File: config.mk
export PLATFORM = sky130hd
export DESIGN_NAME = pwm_timing_register_calc_unit
export DESIGN_NICKNAME = d
export VERILOG_FILES = /design/src/design/ptrc_pkg.sv /design/src/design/pwm_timing_register_calc_unit.sv
export SDC_FILE = /design/constraint.sdc
export NUM_CORES = 1
export LEC_CHECK = 0
export BUFFER_PORTS_ARGS = -buffer_cell sky130_fd_sc_hd__buf_2
export CAP_MARGIN = 20
export CORE_MARGIN = 3
export CORE_UTILIZATION = 50
export CTS_BUF_LIST = sky130_fd_sc_hd__clkbuf_16
export DETAILED_ROUTE_END_ITERATION = 8
export HOLD_SLACK_MARGIN = 0.06
export PLACE_DENSITY = 0.67
export SLEW_MARGIN = 20
export SYNTH_ARGS = -nofsm -noshare
export SYNTH_HDL_FRONTEND = slang
export SYNTH_SLANG_ARGS = --single-unit
File: constraint.sdc
create_clock -name i_clk -period 5.76 [get_ports i_clk]
set_input_delay 0.576 -clock i_clk [delete_from_list [all_inputs] [get_ports i_clk]]
set_output_delay 0.576 -clock i_clk [all_outputs]
set_load 0.02 [all_outputs]
File: src/design/ptrc_pkg.sv
// ============================================================================
// PWM timing register calculator - shared definitions
// Widths, scaling constants and status codes used by the calculator.
// ============================================================================
package ptrc_pkg;

    // Search limits
    localparam int MAX_SHIFT  = 12;
    localparam int COUNT_MAX  = 1023;

    // Field widths
    localparam int CLK_W      = 30;
    localparam int NS_W       = 32;
    localparam int STATUS_W   = 2;
    localparam int PCOUNT_W   = 10;
    localparam int DCOUNT_W   = 16;
    localparam int SHIFT_W    = 4;
    localparam int CTRL_W     = 2;

    // Internal datapath widths
    localparam int BASE_W     = 24;  // clock / 100 fits below 2^24
    localparam int TICK_W     = 30;  // tick in 0.01 ns, at most 1e9
    localparam int PROD_W     = 39;  // ns * 100
    localparam int DIV_NW     = 40;  // divider dividend / quotient
    localparam int DIV_DW     = 30;  // divider divisor / remainder
    localparam int DIV_CW     = 6;   // divider bit counter

    // Scaling constants
    localparam logic [CLK_W-1:0] CLOCK_RESET = 30'd100000000;
    localparam logic [CLK_W-1:0] NS_PER_S    = 30'd1000000000;
    localparam int               SCALE       = 100;

    // Status codes
    localparam logic [STATUS_W-1:0] ST_OK     = 2'd0;
    localparam logic [STATUS_W-1:0] ST_PERIOD = 2'd1;
    localparam logic [STATUS_W-1:0] ST_DUTY   = 2'd2;

    // Control word bits
    localparam int CTRL_ENABLE_BIT = 0;
    localparam int CTRL_INVERT_BIT = 1;

    // x * 100 as shift-and-add: 64x + 32x + 4x
    function automatic logic [PROD_W-1:0] times_scale(input logic [NS_W-1:0] x);
        logic [PROD_W-1:0] xe;
        xe = PROD_W'(x);
        return (xe << 6) + (xe << 5) + (xe << 2);
    endfunction

endpackage

File: src/design/pwm_timing_register_calc_unit.sv
// ============================================================================
// PWM timing register calculator
// Turns a period/duty request in ns into prescaler shift, period count and
// duty register value for the configured counter clock.
// ============================================================================
//
//  Channel   Direction  Handshake                  Payload
//  --------  ---------  -------------------------  ------------------------------
//  config    in         i_cfg_wr_en                i_cfg_wr_data (clock rate, Hz)
//  request   in         start & !busy              period, duty, enable, inverted
//  result    out        o_result_valid (1 cycle)   status, counts, shift, control
//
//  All divisions go through one bit-serial restoring divider, one quotient
//  bit per cycle. A request divides clock/100 first, then the tick and period
//  count for each prescaler shift tried, and last the duty count.
//  Reset is synchronous, active low, and restores the clock rate to 100 MHz.
//  busy is high from the accepting edge until the result strobe; the
//  receiver cannot stall, each result shows for exactly one cycle.
// ============================================================================
module pwm_timing_register_calc_unit (
    input  logic                              i_clk,
    input  logic                              i_rst_n,
    // configuration
    input  logic                              i_cfg_wr_en,
    input  logic [ptrc_pkg::CLK_W-1:0]        i_cfg_wr_data,
    // request
    input  logic                              start,
    output logic                              busy,
    input  logic [ptrc_pkg::NS_W-1:0]         i_period_ns,
    input  logic [ptrc_pkg::NS_W-1:0]         i_duty_ns,
    input  logic                              i_enable,
    input  logic                              i_inverted,
    // result
    output logic                              o_result_valid,
    output logic [ptrc_pkg::STATUS_W-1:0]     o_status,
    output logic [ptrc_pkg::PCOUNT_W-1:0]     o_period_count,
    output logic [ptrc_pkg::DCOUNT_W-1:0]     o_duty_count,
    output logic [ptrc_pkg::SHIFT_W-1:0]      o_prescale_shift,
    output logic [ptrc_pkg::CTRL_W-1:0]       o_control_word
);

    localparam int NW  = ptrc_pkg::DIV_NW;
    localparam int DW  = ptrc_pkg::DIV_DW;
    localparam int CW  = ptrc_pkg::DIV_CW;
    localparam int BW  = ptrc_pkg::BASE_W;
    localparam int TW  = ptrc_pkg::TICK_W;
    localparam int PW  = ptrc_pkg::PROD_W;
    localparam int SW  = ptrc_pkg::SHIFT_W;
    localparam int PCW = ptrc_pkg::PCOUNT_W;
    localparam int DCW = ptrc_pkg::DCOUNT_W;

    // Sequencer states
    localparam logic [2:0] S_IDLE     = 3'd0;
    localparam logic [2:0] S_BASE     = 3'd1;
    localparam logic [2:0] S_TICK_SET = 3'd2;
    localparam logic [2:0] S_TICK_DIV = 3'd3;
    localparam logic [2:0] S_CNT_DIV  = 3'd4;
    localparam logic [2:0] S_NEXT     = 3'd5;
    localparam logic [2:0] S_DUTY_SET = 3'd6;
    localparam logic [2:0] S_DUTY_DIV = 3'd7;

    // Registers
    logic [2:0]                         r_state,   n_state;
    logic [ptrc_pkg::CLK_W-1:0]         r_clk_hz,  n_clk_hz;
    logic [PW-1:0]                      r_prod_p,  n_prod_p;
    logic [PW-1:0]                      r_prod_d,  n_prod_d;
    logic                               r_duty_eq, n_duty_eq;
    logic                               r_duty_zero, n_duty_zero;
    logic [ptrc_pkg::CTRL_W-1:0]        r_ctrl,    n_ctrl;
    logic [BW-1:0]                      r_base,    n_base;
    logic [SW-1:0]                      r_shift,   n_shift;
    logic [TW-1:0]                      r_tick,    n_tick;
    logic [PCW-1:0]                     r_cnt,     n_cnt;
    logic [NW-1:0]                      r_num,     n_num;
    logic [DW-1:0]                      r_rem,     n_rem;
    logic [DW-1:0]                      r_den,     n_den;
    logic [CW-1:0]                      r_bits,    n_bits;
    logic                               r_valid,   n_valid;
    logic [ptrc_pkg::STATUS_W-1:0]      r_status,  n_status;
    logic [PCW-1:0]                     r_out_pc,  n_out_pc;
    logic [DCW-1:0]                     r_out_dc,  n_out_dc;
    logic [SW-1:0]                      r_out_sh,  n_out_sh;
    logic [ptrc_pkg::CTRL_W-1:0]        r_out_cw,  n_out_cw;

    // Divider step
    logic [DW:0]                        rem_sh;
    logic [DW:0]                        rem_diff;
    logic                               div_ge;
    logic [NW-1:0]                      div_q;
    logic [DW-1:0]                      div_rem;
    logic                               div_last;

    // Operand prep
    logic [BW-1:0]                      d_shifted;
    logic [TW:0]                        tick_num;
    logic [TW-1:0]                      tick_q;
    logic [PW-1:0]                      cnt_num;
    logic [PW-1:0]                      duty_num;

    // One restoring step: bring in next dividend bit, subtract if it fits
    assign rem_sh   = {r_rem, r_num[NW-1]};
    assign rem_diff = rem_sh - {1'b0, r_den};
    assign div_ge   = (rem_sh >= {1'b0, r_den});
    assign div_q    = {r_num[NW-2:0], div_ge};
    assign div_rem  = div_ge ? rem_diff[DW-1:0] : rem_sh[DW-1:0];
    assign div_last = (r_bits == CW'(1));

    // Rounded-division dividends: add half the divisor
    assign d_shifted = r_base >> r_shift;
    assign tick_num  = (TW+1)'(ptrc_pkg::NS_PER_S) + (TW+1)'(d_shifted[BW-1:1]);
    assign tick_q    = div_q[TW-1:0];
    assign cnt_num   = r_prod_p + PW'(tick_q[TW-1:1]);
    assign duty_num  = r_prod_d + PW'(r_tick[TW-1:1]);

    // Sequencer
    always_comb begin
        n_state     = r_state;
        n_clk_hz    = i_cfg_wr_en ? i_cfg_wr_data : r_clk_hz;
        n_prod_p    = r_prod_p;
        n_prod_d    = r_prod_d;
        n_duty_eq   = r_duty_eq;
        n_duty_zero = r_duty_zero;
        n_ctrl      = r_ctrl;
        n_base      = r_base;
        n_shift     = r_shift;
        n_tick      = r_tick;
        n_cnt       = r_cnt;
        n_num       = r_num;
        n_rem       = r_rem;
        n_den       = r_den;
        n_bits      = r_bits;
        n_valid     = 1'b0;
        n_status    = r_status;
        n_out_pc    = r_out_pc;
        n_out_dc    = r_out_dc;
        n_out_sh    = r_out_sh;
        n_out_cw    = r_out_cw;

        // shared divider advances in every dividing state
        if (r_state == S_BASE || r_state == S_TICK_DIV ||
            r_state == S_CNT_DIV || r_state == S_DUTY_DIV) begin
            n_num  = div_q;
            n_rem  = div_rem;
            n_bits = r_bits - CW'(1);
        end

        case (r_state)
            S_IDLE: begin
                if (start) begin
                    n_prod_p    = ptrc_pkg::times_scale(i_period_ns);
                    n_prod_d    = ptrc_pkg::times_scale(i_duty_ns);
                    n_duty_eq   = (i_duty_ns == i_period_ns);
                    n_duty_zero = (i_duty_ns == '0);
                    n_ctrl      = '0;
                    n_ctrl[ptrc_pkg::CTRL_ENABLE_BIT] = i_enable;
                    n_ctrl[ptrc_pkg::CTRL_INVERT_BIT] = i_inverted;
                    // clock / 100, dividend left-aligned
                    n_num  = NW'(r_clk_hz) << (NW - ptrc_pkg::CLK_W);
                    n_den  = DW'(ptrc_pkg::SCALE);
                    n_rem  = '0;
                    n_bits = CW'(ptrc_pkg::CLK_W);
                    n_state = S_BASE;
                end
            end
            S_BASE: begin
                if (div_last) begin
                    n_base  = div_q[BW-1:0];
                    n_shift = '0;
                    n_state = S_TICK_SET;
                end
            end
            S_TICK_SET: begin
                // zero prescaled rate: this shift is out of range
                if (d_shifted == '0) begin
                    n_state = S_NEXT;
                end else begin
                    n_num   = NW'(tick_num) << (NW - (TW + 1));
                    n_den   = DW'(d_shifted);
                    n_rem   = '0;
                    n_bits  = CW'(TW + 1);
                    n_state = S_TICK_DIV;
                end
            end
            S_TICK_DIV: begin
                if (div_last) begin
                    if (tick_q == '0) begin
                        n_state = S_NEXT;
                    end else begin
                        n_tick  = tick_q;
                        n_num   = NW'(cnt_num) << (NW - PW);
                        n_den   = DW'(tick_q);
                        n_rem   = '0;
                        n_bits  = CW'(PW);
                        n_state = S_CNT_DIV;
                    end
                end
            end
            S_CNT_DIV: begin
                if (div_last) begin
                    if (div_q <= NW'(ptrc_pkg::COUNT_MAX)) begin
                        n_cnt   = div_q[PCW-1:0];
                        n_state = S_DUTY_SET;
                    end else begin
                        n_state = S_NEXT;
                    end
                end
            end
            S_NEXT: begin
                if (r_shift == SW'(ptrc_pkg::MAX_SHIFT - 1)) begin
                    // no shift fits
                    n_valid  = 1'b1;
                    n_status = ptrc_pkg::ST_PERIOD;
                    n_out_pc = '0;
                    n_out_dc = '0;
                    n_out_sh = '0;
                    n_out_cw = '0;
                    n_state  = S_IDLE;
                end else begin
                    n_shift = r_shift + SW'(1);
                    n_state = S_TICK_SET;
                end
            end
            S_DUTY_SET: begin
                if (r_duty_eq || r_duty_zero) begin
                    n_valid  = 1'b1;
                    n_status = ptrc_pkg::ST_OK;
                    n_out_pc = r_cnt;
                    n_out_dc = r_duty_eq ? DCW'(r_cnt) : '0;
                    n_out_sh = r_shift;
                    n_out_cw = r_ctrl;
                    n_state  = S_IDLE;
                end else begin
                    n_num   = NW'(duty_num) << (NW - PW);
                    n_den   = DW'(r_tick);
                    n_rem   = '0;
                    n_bits  = CW'(PW);
                    n_state = S_DUTY_DIV;
                end
            end
            S_DUTY_DIV: begin
                if (div_last) begin
                    n_valid = 1'b1;
                    n_state = S_IDLE;
                    if (div_q > NW'(ptrc_pkg::COUNT_MAX)) begin
                        n_status = ptrc_pkg::ST_DUTY;
                        n_out_pc = '0;
                        n_out_dc = '0;
                        n_out_sh = '0;
                        n_out_cw = '0;
                    end else begin
                        // count minus duty count, wrapped
                        n_status = ptrc_pkg::ST_OK;
                        n_out_pc = r_cnt;
                        n_out_dc = DCW'(r_cnt) - DCW'(div_q[PCW-1:0]);
                        n_out_sh = r_shift;
                        n_out_cw = r_ctrl;
                    end
                end
            end
            default: begin
                n_state = S_IDLE;
            end
        endcase
    end

    // Control registers
    always_ff @(posedge i_clk) begin
        if (!i_rst_n) begin
            r_state  <= S_IDLE;
            r_valid  <= 1'b0;
            r_clk_hz <= ptrc_pkg::CLOCK_RESET;
        end else begin
            r_state  <= n_state;
            r_valid  <= n_valid;
            r_clk_hz <= n_clk_hz;
        end
    end

    // Datapath registers
    always_ff @(posedge i_clk) begin
        r_prod_p    <= n_prod_p;
        r_prod_d    <= n_prod_d;
        r_duty_eq   <= n_duty_eq;
        r_duty_zero <= n_duty_zero;
        r_ctrl      <= n_ctrl;
        r_base      <= n_base;
        r_shift     <= n_shift;
        r_tick      <= n_tick;
        r_cnt       <= n_cnt;
        r_num       <= n_num;
        r_rem       <= n_rem;
        r_den       <= n_den;
        r_bits      <= n_bits;
        r_status    <= n_status;
        r_out_pc    <= n_out_pc;
        r_out_dc    <= n_out_dc;
        r_out_sh    <= n_out_sh;
        r_out_cw    <= n_out_cw;
    end

    // Outputs
    assign busy             = (r_state != S_IDLE);
    assign o_result_valid   = r_valid;
    assign o_status         = r_status;
    assign o_period_count   = r_out_pc;
    assign o_duty_count     = r_out_dc;
    assign o_prescale_shift = r_out_sh;
    assign o_control_word   = r_out_cw;

    // Checks
    a_accept_busy: assert property (@(posedge i_clk) disable iff (!i_rst_n)
        (start && !busy) |=> busy)
        else $error("accepted transfer did not raise busy");

    a_single_strobe: assert property (@(posedge i_clk) disable iff (!i_rst_n)
        o_result_valid |=> !o_result_valid)
        else $error("result strobe longer than one cycle");

    a_error_zero: assert property (@(posedge i_clk) disable iff (!i_rst_n)
        (o_result_valid && o_status != ptrc_pkg::ST_OK) |->
        (o_period_count == '0 && o_duty_count == '0 &&
         o_prescale_shift == '0 && o_control_word == '0))
        else $error("error result carries nonzero fields");

    a_shift_range: assert property (@(posedge i_clk) disable iff (!i_rst_n)
        o_result_valid |-> (o_prescale_shift < SW'(ptrc_pkg::MAX_SHIFT - 1) ||
                            o_prescale_shift == SW'(ptrc_pkg::MAX_SHIFT - 1)))
        else $error("prescale shift beyond search limit");

    a_div_count: assert property (@(posedge i_clk) disable iff (!i_rst_n)
        (r_state == S_BASE || r_state == S_TICK_DIV ||
         r_state == S_CNT_DIV || r_state == S_DUTY_DIV) |-> (r_bits != '0))
        else $error("divider running with no bits left");

endmodule

Word-level counts from Yosys, hierarchy flattened
Cells that the tools add are included.
{"block": "totals", "regBits": 324, "latch_bits": 0, "mem_bits_rw": 0, "romBits": 0, "inputBits": 100, "out_inout_bits": 36, "wordCells": 150, "n_memories": 0}
{"block": "classes", "add_sub_neg": 11, "mul": 0, "n_div": 0, "magnitude_cmp": 3, "n_eq_ne": 21, "shift": 1, "n_mux": 72, "bitwise_logic": 1, "n_reduce_logical": 20}
{"op": "$mux 30", "count": 12}
{"op": "$mux 40", "count": 6}
{"op": "$pmux 30 s4", "count": 2}
{"op": "$pmux 40 s4", "count": 1}
{"op": "$add 38x37->39", "count": 2}
{"op": "$add 39x29->39", "count": 2}
{"op": "$add 39x34->39", "count": 2}
{"op": "$mux 16", "count": 4}
{"op": "$mux 10", "count": 5}
{"op": "$pmux 16 s3", "count": 1}
{"op": "$gt 40x10->1 const B", "count": 1}
{"op": "$le 40x10->1 const B", "count": 1}
{"op": "$mux 6", "count": 6}
{"op": "$eq 32x32->1", "count": 1}
{"op": "$logic_not 32->1", "count": 1}
{"op": "$add 30x23->31 const A", "count": 1}
{"op": "$ge 31x30->1", "count": 1}
{"op": "$logic_not 30->1", "count": 1}
{"op": "$pmux 10 s3", "count": 1}
{"op": "$sub 30x30->30", "count": 1}
{"op": "$logic_not 24->1", "count": 1}
{"op": "$mux 4", "count": 6}
{"op": "$pmux 3 s8", "count": 1}
{"op": "$pmux 6 s4", "count": 1}
{"op": "28 further kinds", "count": 68}

Longest topological paths before layout
{"block": "logic_depth", "ltp_word": 8, "mapped_depth": 23, "ltp_nobuf": 21}

Worst setup path after synthesis
OpenSTA, ideal clock, no wires.
{"block": "synth_path", "path_type": "register -> register", "startpoint": "register r_state[0]", "endpoint": "register r_num[24]", "setup_time_ns": 0.083, "arrival_time_ns": 4.853, "t_required_ns": 5.677, "setup_slack_ns": 0.824, "path_stages_with_launch": 10, "path_buffers": 4, "period_less_slack_ns": 4.936, "path_cell_list": "dfxtp_1 clkbuf_1 or3_1 clkbuf_1 nor2_1 clkbuf_1 buf_1 a22oi_1 o31a_1 o221ai_1"}
{"block": "synth_between", "elab_chain_len": 8, "word_cells_on_any_way": 17, "classes_between": "eq/ne (6); mux (7); reduce/logical (4)"}
{"element": "start: declaration", "line": "pwm_timing_register_calc_unit.sv:63", "source": "logic [2:0] r_state, n_state;"}
{"element": "start signal: assignment", "line": "pwm_timing_register_calc_unit.sv:273", "source": "r_state <= n_state;"}
{"element": "$eq 3x1->1 or $eq 3x2->1 (tied branches)", "line": "pwm_timing_register_calc_unit.sv:140, pwm_timing_register_calc_unit.sv:147"}
{"element": "$logic_or 1x1->1 (2 in series)", "line": "pwm_timing_register_calc_unit.sv:140", "source": "if (r_state == S_BASE || r_state == S_TICK_DIV ||"}
{"element": "$logic_or 1x1->1", "line": "pwm_timing_register_calc_unit.sv:141", "source": "r_state == S_CNT_DIV || r_state == S_DUTY_DIV) begin"}
{"element": "$mux 40", "line": "pwm_timing_register_calc_unit.sv:140"}
{"element": "$mux 40", "line": "pwm_timing_register_calc_unit.sv:186", "source": "if (tick_q == '0) begin"}
{"element": "$mux 40", "line": "pwm_timing_register_calc_unit.sv:185", "source": "if (div_last) begin"}
{"element": "$pmux 40 s4 *", "line": "pwm_timing_register_calc_unit.sv:147", "source": "case (r_state)"}
{"element": "net n_num[24]", "line": "pwm_timing_register_calc_unit.sv:74", "source": "logic [NW-1:0] r_num, n_num;"}
{"element": "end signal: assignment", "line": "pwm_timing_register_calc_unit.sv:290", "source": "r_num <= n_num;"}
{"element": "end: declaration", "line": "pwm_timing_register_calc_unit.sv:74"}
Mark *: on every way through the listed nets, which the timed path passes. The rest lies on a longest branch.
A chain may end at the register's enable or synchronous reset.

Worst setup path after layout
{"block": "layout_path", "startpoint": "register r_shift[0]", "endpoint": "register r_num[2]"}
{"block": "layout_between", "elab_chain_len": 4}
{"element": "start: declaration", "line": "pwm_timing_register_calc_unit.sv:71", "source": "logic [SW-1:0] r_shift, n_shift;"}
{"element": "start signal: assignment", "line": "pwm_timing_register_calc_unit.sv:287", "source": "r_shift <= n_shift;"}
{"element": "$shr 24x4->24", "line": "pwm_timing_register_calc_unit.sv:109", "source": "assign d_shifted = r_base >> r_shift;"}
{"element": "$logic_not 24->1", "line": "pwm_timing_register_calc_unit.sv:174", "source": "if (d_shifted == '0) begin"}
{"element": "$mux 40", "line": "pwm_timing_register_calc_unit.sv:174"}
{"element": "$pmux 40 s4", "line": "pwm_timing_register_calc_unit.sv:147"}
{"element": "net n_num[2]", "line": "pwm_timing_register_calc_unit.sv:74"}
The timed path passes the listed nets, and every way through them passes these cells.

==> results.yml <==
detailed_routing:
  antenna_left: 0
  drt-wirelength-per-cell_um: 22.54
  vias_per_cell: 6.147
  finalWirelength_um: 76640
  first_iter_violations: 1991
  drc_errors: 0
  dr_total_vias: 20900
  first_pass_iters: 7
grt:
  overflow: 0
  antenna_found_initial: 1
  grt_pass1_wl_um: 116600
  grtUsageTotal_pct: 29.37
  grt_max_degree: 86
  grt_pass1_vias: 20340
placement:
  dpl.hpwl_um: 60140
  place_congestion: 0.9994
  port_buffers: 135
  dpl-instance-area_mm2: 0.02596
yosys:
  yosysWarnings: 0
  synth_area_per_cell_um2: 9.437
  netlist_instances: 2600
  ys_ff_latch: 315
  ys_seq_area_share_pct: 34.06
  synth_edf_count: 205
  synth.cell_area_mm2: 0.02454
  synth_fp_nets: 2951
  ys.flop_type: "edfxtp_1"
  synth_cell_type_count: 88
  async_reset_ff_share_pct: 0
clock_network:
  clock_latency_ns: 0.58
  htreeDepth: 2
  cts.clk_slew.worst_paths_ns: 0.06
  cts_hold_buffers: 0
  cts_resized: 0
  cts_buffers: 38
  cts_root_buf: "clkbuf_16"
  clock-sinks: 315
  cts_tree: "done"
  max-clock-path-buffers: 3
  post_cts_buffers: 0
pwr:
  netSwitchingFraction_pct: 43.82
  p_clk_share_pct: 20.0
  power.density_mw_per_mm2: 466.0
  seqPwrFrac_pct: 28.2
  peakVddDrop_uv: 251.8
  p_int_w: 0.007139
  p_comb_share_pct: 51.8
  power_leakage_nw: 11.18
  switchingPower_w: 0.005568
setup_path:
  cp_slowest_cell: "edfxtp_1"
  worstPathCellList: "buf_4 -> buf_4 -> mux4_2 -> mux2_2 -> o21ai_0 -> ha_1 -> o21ai_0 -> a2111oi_0 -> and4b_1 -> o2111ai_1 -> and2_4 -> nor4_4 -> inv_2 -> buf_12 -> o31ai_1"
  cp.arrival_ns: 5.22
  worst-path-max-fanout: 47
  max_stage_delay_ns: 0.57
  crit_type: "reg -> reg"
  cp-end-kind: "flop"
  critPathRequiredTime_ns: 6.23
  crit_path_start_kind: "flop"
finish:
  fillers: 4256
  layout_common_cells: "a21oi_1 (208), nand2_1 (206), edfxtp_1 (205), nor2_1 (196), ha_1 (189)"
  nets: 3065
  fin_util_pct: 56.64
  drive_above_1_share_pct: 11.81
  antenna_cells: 0
  syn_to_final_growth_pct: 11.14
  postLayoutCellArea_mm2: 0.02727
  final_common_cell: "a21oi_1"
timing:
  skew_ns: 0.03124
  fin_crit_ns: 4.757
  min_period_over_period_pct: 82.59
  fmax_mhz: 210.2
  maxSlewViolCount: 0
  finalHoldViolations: 0
  whs_ns: 0.1815
  setup_tns_ns: 0
  relSlewSlack_pct: 30.45
  max_slew.worst_pin.slew_ns: 1.042
  setup_viol: 0
  rsz0062_at_grt: "no"
floorplanning:
  die_h_um: 227.5
  rows: 80
  die_x_um: 227.5
  dieArea_mm2: 0.05177
  core_area_mm2: 0.04815
  ioPinCount: 136
  start_util_pct: 50.96
outcome:
  status: "finished, final reports clean"
run:
  cap_violations: 0
worst_hold_path:
  hold_path_class: "in -> reg"
==> Yosys cell counts, types with 49 or more instances <==
master    number  area [um2]
nand3_1       49       245.2
xor2_1        84       735.7
nand2_1      206       773.2
edfxtp_1     205        6156
nor2_1       198       743.2
mux2i_1       80       800.8
inv_1        146       548.0
a21oi_1      208        1041
clkbuf_1      69       259.0
o21ai_0      157       785.8
fa_1          62        1241
xnor2_1       99       867.1
ha_1         189        2365
a21o_1        64       480.5
dfxtp_1      110        2202
nor3_1        55       275.3
==> worst paths after layout <==
check,from,to,slack [ns],depth (start not counted)
max,r_shift[0],r_num[2],1.00,15
min,i_enable,r_ctrl[0],0.18,1
max reg2reg,r_shift[0],r_num[2],1.00,15
min reg2reg,r_rem[22],r_rem[22],0.49,2
==> metrics by stage <==
| stage | setup WS, ns | std cells | power (W) |
|---|---|---|---|
| after floorplan | 0.8239 | 2600 | 0.008213 |
| after CTS | 0.9982 | 3400 | 0.01265 |
| after global routing | 0.5174 | 3400 | 0.01352 |
| final | 1.003 | 3400 | 0.01271 |
| after detailed placement | 1.058 | 3330 | 0.01008 |
| after global placement | 1.158 | 3330 | 0.009953 |
==> power groups by stage <==
stage | Combinational (W) | Sequential (W) | Clock, W
floorplan | 0.00476 | 0.00345 | 0
detailed placement | 0.00646 | 0.00361 | 0
global placement | 0.00635 | 0.00360 | 0
global route | 0.00722 | 0.00363 | 0.00267
finish | 0.00658 | 0.00359 | 0.00254
CTS | 0.00650 | 0.00357 | 0.00258
==> layout make-up <==
| type | instances | area [um2] | area share, % |
|---|---|---|---|
| clock buffer | 39 | 975.9 | 3.579 |
| clock inverter | 31 | 330.3 | 1.211 |
| inverter | 150 | 565.5 | 2.074 |
| multi-input combinational | 2027 | 15170 | 55.61 |
| sequential | 315 | 8358 | 30.65 |
| tap | 656 | 820.8 | 3.010 |
| timing repair buffer | 182 | 1054 | 3.863 |
==> registers in the layout, summed over array words and instances (netlist names), 10 cells and up <==
name and cells:
o_duty_count 11, o_period_count 10, r_base 24, r_clk_hz 30, r_cnt 10, r_den 30, r_num 40, r_prod_d 37
r_prod_p 37, r_rem 30, r_tick 30
==> worst max-delay path, delay by kind of cell (launching register included) <==
kind	cells	cell delay, ns
AND/OR/NAND/NOR	3	0.77
adder cells (fa/ha/maj)	1	0.24
AO/OA/AOI/OAI	5	1.12
buffers and inverters	4	1.20
flip-flops	1	0.57
multiplexers	2	0.70
==> layer usage <==
layer	wire length, um	track usage [%]	part of all wire [%]	up-vias
met5	0	0	0	-
met2	35860	49.05	47	759
met1	32290	38.59	42	10110
li1	-	-	-	9868
met3	5030	4.191	6.6	160
met4	3465	11.96	4.5	0
==> kinds of logic (layout without fill, tap and decap cells) <==
group           count (synthesis)  in the layout  synth area share, %
compound gates                766            766                20.60
simple gates                  711            711                13.89
flops                         315            315                34.06
buf+inv                       258            402                4.390
fa+ha+maj                     251            251                14.70
xor+xnor                      183            183                6.532
mux                           116            116                5.833
Note: power is estimated with default switching activity, not from simulation.
